[config.mk]
export PLATFORM = sky130hd
export DESIGN_NAME = psg_tone_noise_envelope_generator_top
export DESIGN_NICKNAME = d
export VERILOG_FILES = /design/src/rtl/ptne_pkg.sv /design/src/rtl/psg_tone_noise_envelope_generator_top.sv /design/src/rtl/ptne_fifo.sv /design/src/rtl/ptne_front.sv /design/src/rtl/ptne_engine.sv
export SDC_FILE = /design/constraint.sdc
export NUM_CORES = 1
export LEC_CHECK = 0
export ABC_CLOCK_PERIOD_IN_PS = 18700
export BUFFER_PORTS_ARGS = -buffer_cell sky130_fd_sc_hd__buf_2
export CAP_MARGIN = 0
export CORE_UTILIZATION = 57
export CTS_CLUSTER_SIZE = 24
export DETAILED_ROUTE_END_ITERATION = 16
export GPL_TIMING_DRIVEN = 0
export PLACE_DENSITY = 0.83
export SYNTH_ARGS = -nofsm -noshare
export SYNTH_HDL_FRONTEND = slang
export SYNTH_SLANG_ARGS = --single-unit
[constraint.sdc]
create_clock -name clk -period 18.7 [get_ports clk]
set_clock_uncertainty 0.15 [all_clocks]
set_input_delay 1.87 -clock clk [delete_from_list [all_inputs] [get_ports clk]]
set_output_delay 1.87 -clock clk [all_outputs]
set_load 0.02 [all_outputs]
[src/rtl/ptne_pkg.sv]
// Shared types, constants and the volume table of the tone/noise/envelope generator.
package ptne_pkg;

	typedef enum logic [1:0] {
		CMD_WRITE    = 2'd0,
		CMD_IGNORE   = 2'd1,
		CMD_TICK     = 2'd2,
		CMD_TICK_ENV = 2'd3
	} cmd_kind_t;

	typedef struct packed {
		cmd_kind_t   kind;
		logic [3:0]  addr;
		logic [7:0]  data;
	} cmd_t;

	typedef struct packed {
		logic [7:0] level_a;
		logic [7:0] level_b;
		logic [7:0] level_c;
		logic [3:0] envelope_level;
	} res_t;

	// register map
	localparam logic [3:0] REG_NOISE_PERIOD = 4'd6;
	localparam logic [3:0] REG_MIXER        = 4'd7;
	localparam logic [3:0] REG_VOLUME_A     = 4'd8;
	localparam logic [3:0] REG_ENV_FINE     = 4'd11;
	localparam logic [3:0] REG_ENV_COARSE   = 4'd12;
	localparam logic [3:0] REG_ENV_SHAPE    = 4'd13;

	localparam logic [7:0]  MIXER_RESET       = 8'hFF;
	localparam logic [12:0] TONE_ZERO_PERIOD  = 13'h1000;
	localparam logic [5:0]  NOISE_ZERO_PERIOD = 6'h20;
	localparam logic [15:0] ENV_ZERO_PERIOD   = 16'h1000;
	localparam logic [16:0] NOISE_SEED        = 17'h0AAAA;
	localparam logic [16:0] NOISE_TAPS        = 17'h14000;

	localparam logic [3:0] ENV_TOP = 4'd15;
	localparam logic [3:0] ENV_BOTTOM = 4'd0;
	localparam logic [3:0] ENV_NEAR_TOP = 4'd14;
	localparam logic [3:0] ENV_NEAR_BOTTOM = 4'd1;

	// shape register bits
	localparam int SHAPE_HOLD      = 0;
	localparam int SHAPE_ALTERNATE = 1;
	localparam int SHAPE_ATTACK    = 2;
	localparam int SHAPE_CONTINUE  = 3;

	function automatic logic [7:0] vol_lookup(input logic [3:0] idx);
		logic [7:0] v;
		unique case (idx)
			4'd0:  v = 8'd0;
			4'd1:  v = 8'd2;
			4'd2:  v = 8'd5;
			4'd3:  v = 8'd7;
			4'd4:  v = 8'd10;
			4'd5:  v = 8'd14;
			4'd6:  v = 8'd19;
			4'd7:  v = 8'd29;
			4'd8:  v = 8'd40;
			4'd9:  v = 8'd56;
			4'd10: v = 8'd80;
			4'd11: v = 8'd103;
			4'd12: v = 8'd131;
			4'd13: v = 8'd161;
			4'd14: v = 8'd197;
			4'd15: v = 8'd236;
			default: v = 8'd0;
		endcase
		return v;
	endfunction

endpackage

[src/rtl/psg_tone_noise_envelope_generator_top.sv]
// Top level of the three-channel tone/noise/envelope sound generator.
//
// Input channel: an item is taken at a clock edge with push high and full low.
// An item is either a register write (op = 0, reg_addr, reg_data) or one tick
// (op = 1, envelope_step also clocks the envelope divider).
// Result channel: while empty is low the oldest result (level_a/b/c and
// envelope_level) is on the ports; it is taken at an edge with pop high.
// Every item gives exactly one result; a write repeats the held levels.
// The back end works combinationally on the head of the command queue and
// writes the result queue at the same edge that takes the command, so a result
// goes through both queues before it can be popped. Throughput is one item per
// cycle while the receiver keeps popping and the result queue is not full.
// When the receiver stalls, the result queue fills, the back end stops, then
// the command queue fills and full rises; nothing is lost.
// Reset (arst_n low) empties both queues, clears all dividers, the noise shift
// register and the envelope, and loads the register file with zeros except the
// mixer register, which reads all ones (every tone and noise source off).
module psg_tone_noise_envelope_generator_top #(
	parameter int REGISTER_COUNT = 16,
	parameter int QUEUE_DEPTH    = 2
) (
	input  logic       clk,
	input  logic       arst_n,
	input  logic       push,
	output logic       full,
	input  logic       op,
	input  logic [3:0] reg_addr,
	input  logic [7:0] reg_data,
	input  logic       envelope_step,
	input  logic       pop,
	output logic       empty,
	output logic [7:0] level_a,
	output logic [7:0] level_b,
	output logic [7:0] level_c,
	output logic [3:0] envelope_level
);

	localparam int CMD_W = $bits(ptne_pkg::cmd_t);
	localparam int RES_W = $bits(ptne_pkg::res_t);

	ptne_pkg::cmd_t in_cmd;
	ptne_pkg::cmd_t q_cmd;
	ptne_pkg::res_t eng_res;
	ptne_pkg::res_t out_res;
	logic [CMD_W-1:0] q_cmd_bits;
	logic [RES_W-1:0] out_res_bits;
	logic cmd_push;
	logic cmd_empty;
	logic cmd_pop;
	logic res_push;
	logic res_full;

	ptne_front #(.REGISTER_COUNT(REGISTER_COUNT)) u_front (
		.push          (push),
		.q_full        (full),
		.op            (op),
		.reg_addr      (reg_addr),
		.reg_data      (reg_data),
		.envelope_step (envelope_step),
		.cmd_push      (cmd_push),
		.cmd           (in_cmd)
	);

	ptne_fifo #(.WIDTH(CMD_W), .DEPTH(QUEUE_DEPTH)) u_cmd_q (
		.clk    (clk),
		.arst_n (arst_n),
		.push   (cmd_push),
		.wdata  (in_cmd),
		.full   (full),
		.pop    (cmd_pop),
		.rdata  (q_cmd_bits),
		.empty  (cmd_empty)
	);

	assign q_cmd = ptne_pkg::cmd_t'(q_cmd_bits);

	ptne_engine #(.REGISTER_COUNT(REGISTER_COUNT)) u_engine (
		.clk       (clk),
		.arst_n    (arst_n),
		.cmd       (q_cmd),
		.cmd_valid (!cmd_empty),
		.cmd_pop   (cmd_pop),
		.res_full  (res_full),
		.res_push  (res_push),
		.res       (eng_res)
	);

	ptne_fifo #(.WIDTH(RES_W), .DEPTH(QUEUE_DEPTH)) u_res_q (
		.clk    (clk),
		.arst_n (arst_n),
		.push   (res_push),
		.wdata  (eng_res),
		.full   (res_full),
		.pop    (pop),
		.rdata  (out_res_bits),
		.empty  (empty)
	);

	assign out_res        = ptne_pkg::res_t'(out_res_bits);
	assign level_a        = out_res.level_a;
	assign level_b        = out_res.level_b;
	assign level_c        = out_res.level_c;
	assign envelope_level = out_res.envelope_level;

	// back end never writes into a full result queue
	assert property (@(posedge clk) disable iff (!arst_n) res_push |-> !res_full)
		else $error("result written while result queue full");

	// back end only consumes a command that is there
	assert property (@(posedge clk) disable iff (!arst_n) cmd_pop |-> !cmd_empty)
		else $error("command taken from empty queue");

	// one result per command executed
	assert property (@(posedge clk) disable iff (!arst_n) cmd_pop == res_push)
		else $error("command and result counts diverge");

	// a stalled back end leaves the command queue untouched
	assert property (@(posedge clk) disable iff (!arst_n)
		(res_full && !pop && !cmd_empty) |=> !cmd_empty)
		else $error("command lost while back end stalled");

endmodule

[src/rtl/ptne_fifo.sv]
// Small first-in first-out queue of flip-flops, used for commands and for results.
module ptne_fifo #(
	parameter int WIDTH = 8,
	parameter int DEPTH = 2
) (
	input  logic             clk,
	input  logic             arst_n,
	input  logic             push,
	input  logic [WIDTH-1:0] wdata,
	output logic             full,
	input  logic             pop,
	output logic [WIDTH-1:0] rdata,
	output logic             empty
);

	localparam int AW = (DEPTH > 1) ? $clog2(DEPTH) : 1;
	localparam int CW = $clog2(DEPTH + 1);

	logic [WIDTH-1:0] mem_q [DEPTH];
	logic [AW-1:0]    wr_ptr_q;
	logic [AW-1:0]    rd_ptr_q;
	logic [CW-1:0]    count_q;
	logic             do_push;
	logic             do_pop;

	assign full    = (count_q == CW'(DEPTH));
	assign empty   = (count_q == '0);
	assign do_push = push && !full;
	assign do_pop  = pop && !empty;
	assign rdata   = mem_q[rd_ptr_q];

	always_ff @(posedge clk or negedge arst_n) begin
		if (!arst_n) begin
			wr_ptr_q <= '0;
			rd_ptr_q <= '0;
			count_q  <= '0;
		end else begin
			if (do_push) begin
				wr_ptr_q <= (wr_ptr_q == AW'(DEPTH - 1)) ? '0 : wr_ptr_q + AW'(1);
			end
			if (do_pop) begin
				rd_ptr_q <= (rd_ptr_q == AW'(DEPTH - 1)) ? '0 : rd_ptr_q + AW'(1);
			end
			if (do_push && !do_pop) begin
				count_q <= count_q + CW'(1);
			end else if (do_pop && !do_push) begin
				count_q <= count_q - CW'(1);
			end
		end
	end

	always_ff @(posedge clk) begin
		if (do_push) begin
			mem_q[wr_ptr_q] <= wdata;
		end
	end

endmodule

[src/rtl/ptne_front.sv]
// Front end: takes items from the input port and sorts them into commands.
module ptne_front #(
	parameter int REGISTER_COUNT = 16
) (
	input  logic             push,
	input  logic             q_full,
	input  logic             op,
	input  logic [3:0]       reg_addr,
	input  logic [7:0]       reg_data,
	input  logic             envelope_step,
	output logic             cmd_push,
	output ptne_pkg::cmd_t   cmd
);

	logic addr_ok;

	assign addr_ok  = (5'({1'b0, reg_addr}) < 5'(REGISTER_COUNT));
	assign cmd_push = push && !q_full;

	always_comb begin
		cmd.addr = reg_addr;
		cmd.data = reg_data;
		if (op) begin
			cmd.kind = envelope_step ? ptne_pkg::CMD_TICK_ENV : ptne_pkg::CMD_TICK;
		end else begin
			// writes past the register file are dropped but still give a result
			cmd.kind = addr_ok ? ptne_pkg::CMD_WRITE : ptne_pkg::CMD_IGNORE;
		end
	end

endmodule

[src/rtl/ptne_engine.sv]
// Back end: register file, tone/noise/envelope dividers and channel mixing.
module ptne_engine #(
	parameter int REGISTER_COUNT = 16
) (
	input  logic             clk,
	input  logic             arst_n,
	input  ptne_pkg::cmd_t   cmd,
	input  logic             cmd_valid,
	output logic             cmd_pop,
	input  logic             res_full,
	output logic             res_push,
	output ptne_pkg::res_t   res
);

	localparam int RIDX_W = $clog2(REGISTER_COUNT);

	logic [7:0]  regs_q [REGISTER_COUNT];
	logic [12:0] tone_cnt_q [3];
	logic [2:0]  tone_bit_q;
	logic [15:0] env_cnt_q;
	logic [3:0]  env_step_q;
	logic        env_stop_q;
	logic        env_rev_q;
	logic [16:0] noise_q;
	logic [5:0]  noise_cnt_q;
	logic [7:0]  level_q [3];

	logic        fire;
	logic        is_tick;
	logic        env_go;

	// envelope
	logic [7:0]  shape;
	logic [15:0] env_period;
	logic [15:0] env_cnt_inc;
	logic        env_expire;
	logic        rising;
	logic        at_end;
	logic [15:0] env_cnt_d;
	logic [3:0]  env_step_d;
	logic        env_stop_d;
	logic        env_rev_d;

	// noise
	logic [5:0]  noise_period;
	logic [5:0]  noise_cnt_inc;
	logic        noise_expire;
	logic [16:0] noise_seeded;
	logic [16:0] noise_d;
	logic [5:0]  noise_cnt_d;

	// tone and mixing
	logic [12:0] tone_cnt_d [3];
	logic [2:0]  tone_bit_d;
	logic [7:0]  level_d [3];

	assign fire     = cmd_valid && !res_full;
	assign cmd_pop  = fire;
	assign res_push = fire;
	assign is_tick  = (cmd.kind == ptne_pkg::CMD_TICK) || (cmd.kind == ptne_pkg::CMD_TICK_ENV);
	assign env_go   = (cmd.kind == ptne_pkg::CMD_TICK_ENV);

	// ---------------- envelope ----------------
	assign shape       = regs_q[ptne_pkg::REG_ENV_SHAPE];
	assign env_period  = ({regs_q[ptne_pkg::REG_ENV_COARSE], regs_q[ptne_pkg::REG_ENV_FINE]} == '0)
		? ptne_pkg::ENV_ZERO_PERIOD
		: {regs_q[ptne_pkg::REG_ENV_COARSE], regs_q[ptne_pkg::REG_ENV_FINE]};
	assign env_cnt_inc = env_cnt_q + 16'd1;
	assign env_expire  = !((env_cnt_inc < env_period) && (env_cnt_inc != '0));
	assign rising      = env_rev_q ^ shape[ptne_pkg::SHAPE_ATTACK];
	assign at_end      = rising ? (env_step_q == ptne_pkg::ENV_TOP) : (env_step_q == ptne_pkg::ENV_BOTTOM);

	always_comb begin
		env_cnt_d  = env_cnt_q;
		env_step_d = env_step_q;
		env_stop_d = env_stop_q;
		env_rev_d  = env_rev_q;
		if (env_go) begin
			if (!env_expire) begin
				env_cnt_d = env_cnt_inc;
			end else begin
				env_cnt_d = '0;
				if (!env_stop_q) begin
					if (!at_end) begin
						env_step_d = rising ? env_step_q + 4'd1 : env_step_q - 4'd1;
					end else if (!shape[ptne_pkg::SHAPE_CONTINUE]) begin
						env_step_d = ptne_pkg::ENV_BOTTOM;
						env_stop_d = 1'b1;
					end else if (env_rev_q) begin
						// wrap while reversed undoes the reversal
						env_rev_d  = 1'b0;
						env_step_d = rising ? ptne_pkg::ENV_NEAR_TOP : ptne_pkg::ENV_NEAR_BOTTOM;
					end else if (shape[ptne_pkg::SHAPE_HOLD]) begin
						env_step_d = (rising ^ shape[ptne_pkg::SHAPE_ALTERNATE])
							? ptne_pkg::ENV_TOP : ptne_pkg::ENV_BOTTOM;
						env_stop_d = 1'b1;
					end else if (shape[ptne_pkg::SHAPE_ALTERNATE]) begin
						env_rev_d  = 1'b1;
						env_step_d = rising ? ptne_pkg::ENV_NEAR_TOP : ptne_pkg::ENV_NEAR_BOTTOM;
					end else begin
						env_step_d = rising ? ptne_pkg::ENV_BOTTOM : ptne_pkg::ENV_TOP;
					end
				end
			end
		end
	end

	// ---------------- noise ----------------
	assign noise_period  = (regs_q[ptne_pkg::REG_NOISE_PERIOD][4:0] == '0)
		? ptne_pkg::NOISE_ZERO_PERIOD
		: {1'b0, regs_q[ptne_pkg::REG_NOISE_PERIOD][4:0]};
	assign noise_cnt_inc = noise_cnt_q + 6'd1;
	assign noise_expire  = (noise_cnt_inc >= noise_period) || (noise_cnt_inc == '0);
	assign noise_seeded  = (noise_q == '0) ? ptne_pkg::NOISE_SEED : noise_q;

	always_comb begin
		noise_d     = noise_q;
		noise_cnt_d = noise_cnt_q;
		if (is_tick) begin
			if (noise_expire) begin
				noise_cnt_d = '0;
				noise_d = (noise_seeded >> 1) ^ (noise_seeded[0] ? ptne_pkg::NOISE_TAPS : '0);
			end else begin
				noise_cnt_d = noise_cnt_inc;
			end
		end
	end

	// ---------------- tone dividers and mixer, one lane per channel ----------------
	for (genvar c = 0; c < 3; c++) begin : g_chan
		logic [12:0] period;
		logic [12:0] cnt_inc;
		logic        expire;
		logic [7:0]  vreg;
		logic [7:0]  vol;
		logic [7:0]  tone_part;
		logic [7:0]  noise_part;

		assign period  = ({regs_q[2*c+1][3:0], regs_q[2*c]} == '0)
			? ptne_pkg::TONE_ZERO_PERIOD
			: {1'b0, regs_q[2*c+1][3:0], regs_q[2*c]};
		assign cnt_inc = tone_cnt_q[c] + 13'd1;
		assign expire  = (cnt_inc >= period) || (cnt_inc == '0);

		assign tone_cnt_d[c] = !is_tick ? tone_cnt_q[c] : (expire ? '0 : cnt_inc);
		assign tone_bit_d[c] = tone_bit_q[c] ^ (is_tick && expire);

		assign vreg = regs_q[int'(ptne_pkg::REG_VOLUME_A) + c];
		assign vol  = ptne_pkg::vol_lookup(vreg[4] ? env_step_d : vreg[3:0]);

		// three quarters on a high tone, one quarter on a set noise bit
		assign tone_part  = (!regs_q[ptne_pkg::REG_MIXER][c] && tone_bit_d[c])
			? (vol >> 1) + (vol >> 2) : '0;
		assign noise_part = (noise_d[0] && !regs_q[ptne_pkg::REG_MIXER][3+c]) ? (vol >> 2) : '0;

		assign level_d[c] = is_tick ? tone_part + noise_part : level_q[c];
	end

	assign res.level_a        = level_d[0];
	assign res.level_b        = level_d[1];
	assign res.level_c        = level_d[2];
	assign res.envelope_level = env_step_d;

	always_ff @(posedge clk or negedge arst_n) begin
		if (!arst_n) begin
			for (int i = 0; i < REGISTER_COUNT; i++) begin
				regs_q[i] <= (i == int'(ptne_pkg::REG_MIXER)) ? ptne_pkg::MIXER_RESET : '0;
			end
			for (int i = 0; i < 3; i++) begin
				tone_cnt_q[i] <= '0;
				level_q[i]    <= '0;
			end
			tone_bit_q  <= '0;
			env_cnt_q   <= '0;
			env_step_q  <= '0;
			env_stop_q  <= 1'b0;
			env_rev_q   <= 1'b0;
			noise_q     <= '0;
			noise_cnt_q <= '0;
		end else if (fire) begin
			if (cmd.kind == ptne_pkg::CMD_WRITE) begin
				regs_q[cmd.addr[RIDX_W-1:0]] <= cmd.data;
			end
			for (int i = 0; i < 3; i++) begin
				tone_cnt_q[i] <= tone_cnt_d[i];
				level_q[i]    <= level_d[i];
			end
			tone_bit_q  <= tone_bit_d;
			env_cnt_q   <= env_cnt_d;
			env_step_q  <= env_step_d;
			env_stop_q  <= env_stop_d;
			env_rev_q   <= env_rev_d;
			noise_q     <= noise_d;
			noise_cnt_q <= noise_cnt_d;
		end
	end

endmodule

==> summary.txt <==
Clock network
  – Clock-pin slew on the worst setup and hold paths: approximately 0.070 ns
  – H-tree lvl count: 1
  – Cts-stage hold buffer count: 0
  – Num Clock Sinks: ~290
  – CTS buffer count: 30
  – CTS Buffer Depth: 3
  – CTS tree: built
  – # Post-CTS Setup Buffers: 0
  – CTS resizes: 0
  – Skew-Pair Late Insertion Delay: around 0.56 ns
  – Clock root cell: clkbuf_16

Worst setup path
  – Worst EP required: around 19 ns
  – Arrival @ worst endpoint: 8.70 ns
  – Max FO, Critical Path: 10
  – CP max-delay cell: mux2i_1
  – Worst Path Buf+Inv: 3
  – CP peak stage delay: ~0.50 ns
  – Flop-to-flop setup slack: ~10 ns
  – CP delay by family, top: compound AO/OA/AOI/OAI gates
  – Cell mode on critical path: ha_1
  – Startpoint type of the worst setup path: register
  – WS Path Type: register to register
  – Crit. End Element: register

Detailed routing
  – Routed Antenna Nets: 0
  – Total number of vias: approximately 14,000
  – Routed length per instance: between 15 and 20 um
  – Post-Route WL: around 42,000 um
  – First-pass DRT Iterations: 7
  – Number of remaining DRC errors: 0
  – 1st-iter DRT viols: about 1,200
  – Avg Vias per Cell: 6.00

STA
  – Max Clock Freq: around 120 MHz
  – RSZ-0062 raised after global routing: false
  – Crit share post-route: 0.457
  – Relative slew slack: 0.123
  – Fin crit period: 8.54 ns
  – Setup-failing EPs final: 0
  – Fin. max-slew vios: 0
  – Worst-Margin Slew: about 1.3 ns
  – Final Hold Fails: 0
  – Post-Route Setup TNS: 0 ns
  – Hold slack: roughly 0.33 ns

Logic synthesis
  – Number of synthesized flops with an enable pin: 84
  – Synth area leader: dfrtp_1
  – Synth Cell Area: around 17,000 um^2
  – Yosys top cell area share: 0.284
  – Sequential share of the synthesized area: 0.440
  – Synth Warn #: 0
  – Most used DFF post-synth: dfrtp_1
  – Largest cells by area after synthesis: dfrtp_1 (28%), edfxtp_1 (15%), ha_1 (8.7%), nand2_1 (5.7%), o21ai_0 (4.5%)
  – #FFs+latches synth: 285
  – Synth Area per Inst: 9.40 um^2
  – Gate count after technology mapping: 1,827
  – Unique masters post-synth: 88
  – Syn Nets: between 1,500 and 2,000
  – Post-synth ARST share: 0.705

Pwr
  – Sequential power share: 0.318
  – Internal power: 1.90 mW
  – Switching portion of total power: 0.431
  – Logic pwr share: 0.492
  – Power per Cell Area: approximately 180 nW/um^2
  – LEAKAGE: roughly 8.4 nW
  – Peak VDD IR: approximately 0.10 mV
  – Clk network pwr share: 0.190
  – P_sw: roughly 1.4 mW

Floorplan
  – Initial Util: 0.579
  – Die Wd: between 150 and 200 um
  – # IOs: 48
  – Core area: 29,600 um^2
  – Die Y: 176 um
  – # rows: 63
  – Die ar.: roughly 31,000 um^2

Job
  – Max-Cap Viols: 0

Finish
  – Core Util, Final: 0.642
  – Synth-to-layout area growth: 10.9%
  – Post-layout nets: 2,054
  – Diodes inserted: 0
  – Layout cells sized above 1: 0.108
  – Non-Filler Instances: 2,323

GRT
  – GR Util All Layers: 0.273
  – Initial antenna violation count: 0
  – Vias in the first global route: around 14,000
  – Largest net degree at the start of global routing: 118
  – GRT overflow: 0
  – First-pass GRT wire length: 67,800 um

Place
  – Gpl congestion: around 0.93
  – Dpl hpwl: roughly 30,000 um
  – IO buf count: 47
  – Dpl cells: approximately 2,300

Min path
  – Hold Crit Class: register to register

Outcome
  – Status: completed
==> registers in the layout, indices dropped and copies added, names as in the netlist, 2 cells and up <==
signal	flops
u_cmd_q.mem_q	28
u_engine.env_step_q	4
u_engine.noise_cnt_q	6
u_engine.shape	4
u_res_q.count_q	2
u_engine.regs_q	63
u_engine.tone_bit_q	3
u_res_q.mem_q	56
u_engine.noise_q	17
u_cmd_q.count_q	2
u_engine.g_chan.vreg	15
u_engine.tone_cnt_q	39
u_engine.env_cnt_q	16
u_engine.level_q	24
==> worst reg2reg max path: cells and delay by family (launching register included) <==
family	cells	cell delay (ns)
AO/OA/AOI/OAI	12	2.57
XOR/XNOR	2	0.46
adder cells (fa/ha/maj)	4	1.22
buffers and inverters	3	0.69
flip-flops	1	0.43
multiplexers	1	0.50
AND/OR/NAND/NOR	12	2.26
==> final timing paths <==
| path | start | end | cells after the start |
|---|---|---|---|
| min in group asynchronous | arst_n | u_engine.noise_q[10] | 1 |
| setup reg to reg | u_engine.env_cnt_q[0] | u_res_q.mem_q[1][19] | 34 |
| setup / recovery | u_engine.env_cnt_q[0] | u_res_q.mem_q[1][19] | 34 |
| hold / removal | u_engine.level_q[8] | u_engine.level_q[8] | 2 |
| max in group asynchronous | arst_n | u_engine.regs_q[68] | 2 |
| hold reg to reg | u_engine.level_q[8] | u_engine.level_q[8] | 2 |
==> cells by family (layout without fill, tap and decap cells) <==
kind of cell | count (synthesis) | count (layout) | share of synthesized area
DFF | 285 | 285 | 0.440
and+or+nand+nor | 676 | 676 | 0.188
xor gates and xnor gates | 91 | 91 | 0.0468
adders and majority gates | 127 | 127 | 0.0956
AOI/OAI and AO/OA | 400 | 400 | 0.144
buffers and inverters | 178 | 284 | 0.0405
muxes | 70 | 70 | 0.0445
==> power by group through the flow <==
stage	clock network, mW	logic (mW)	registers, mW
2_1_floorplan	0	1.17	1.02
6_report	0.634	1.64	1.06
3_3_place_gp	0	1.52	1.05
5_1_grt	0.665	1.81	1.08
3_5_place_dp	0	1.61	1.06
4_1_cts	0.640	1.63	1.06
==> area by class of cell <==
cell class	count	area, um^2
sequential	285	7560
inverter	96	360
clock buffer	45	926
timing repair buffer	50	303
buffer	82	335
fill	2362	10600
tap	390	488
clock inverter	11	139
multi-input combinational	1364	8930
==> stage by stage <==
stage	power, mW	area (um^2)	setup slack [ns]
3_5_place_dp	2.68	18000	10.25
3_3_place_gp	2.58	17900	10.45
2_1_floorplan	2.19	17200	11.47
4_1_cts	3.33	19000	10.25
5_1_grt	3.56	19000	9.68
6_report	3.34	19000	10.16
==> placed cells by master, fill, tap and decap left out, drive strengths merged, types with 26 or more instances in the layout <==
cell type  instances
a21o              26
a21oi            103
buf               70
clkbuf           107
dfrtp            195
edfxtp            84
ha               120
inv               96
mux2              51
nand2            263
nand3             49
nor2             146
nor2b             47
nor4              34
o21ai            155
xnor2             56
xor2              35
==> metal layers <==
layer	global-route usage	routed length, um	up-vias
met5	0	0	-
met4	0.118	1470	0
met3	0.0381	2470	101
met2	0.469	20400	444
met1	0.344	17400	6786
li1	-	-	6601
==> cell usage after synthesis, drive strengths merged (26+ instances only) <==
master  instances
xnor2          56
ha            120
a21oi         103
inv            95
nor2          146
nor2b          47
clkbuf         62
a21o           26
mux2           51
dfrtp         195
nand2         263
o21ai         155
nand3          49
xor2           35
edfxtp         84
nor4           34
Power figures use the tool's default switching activity.
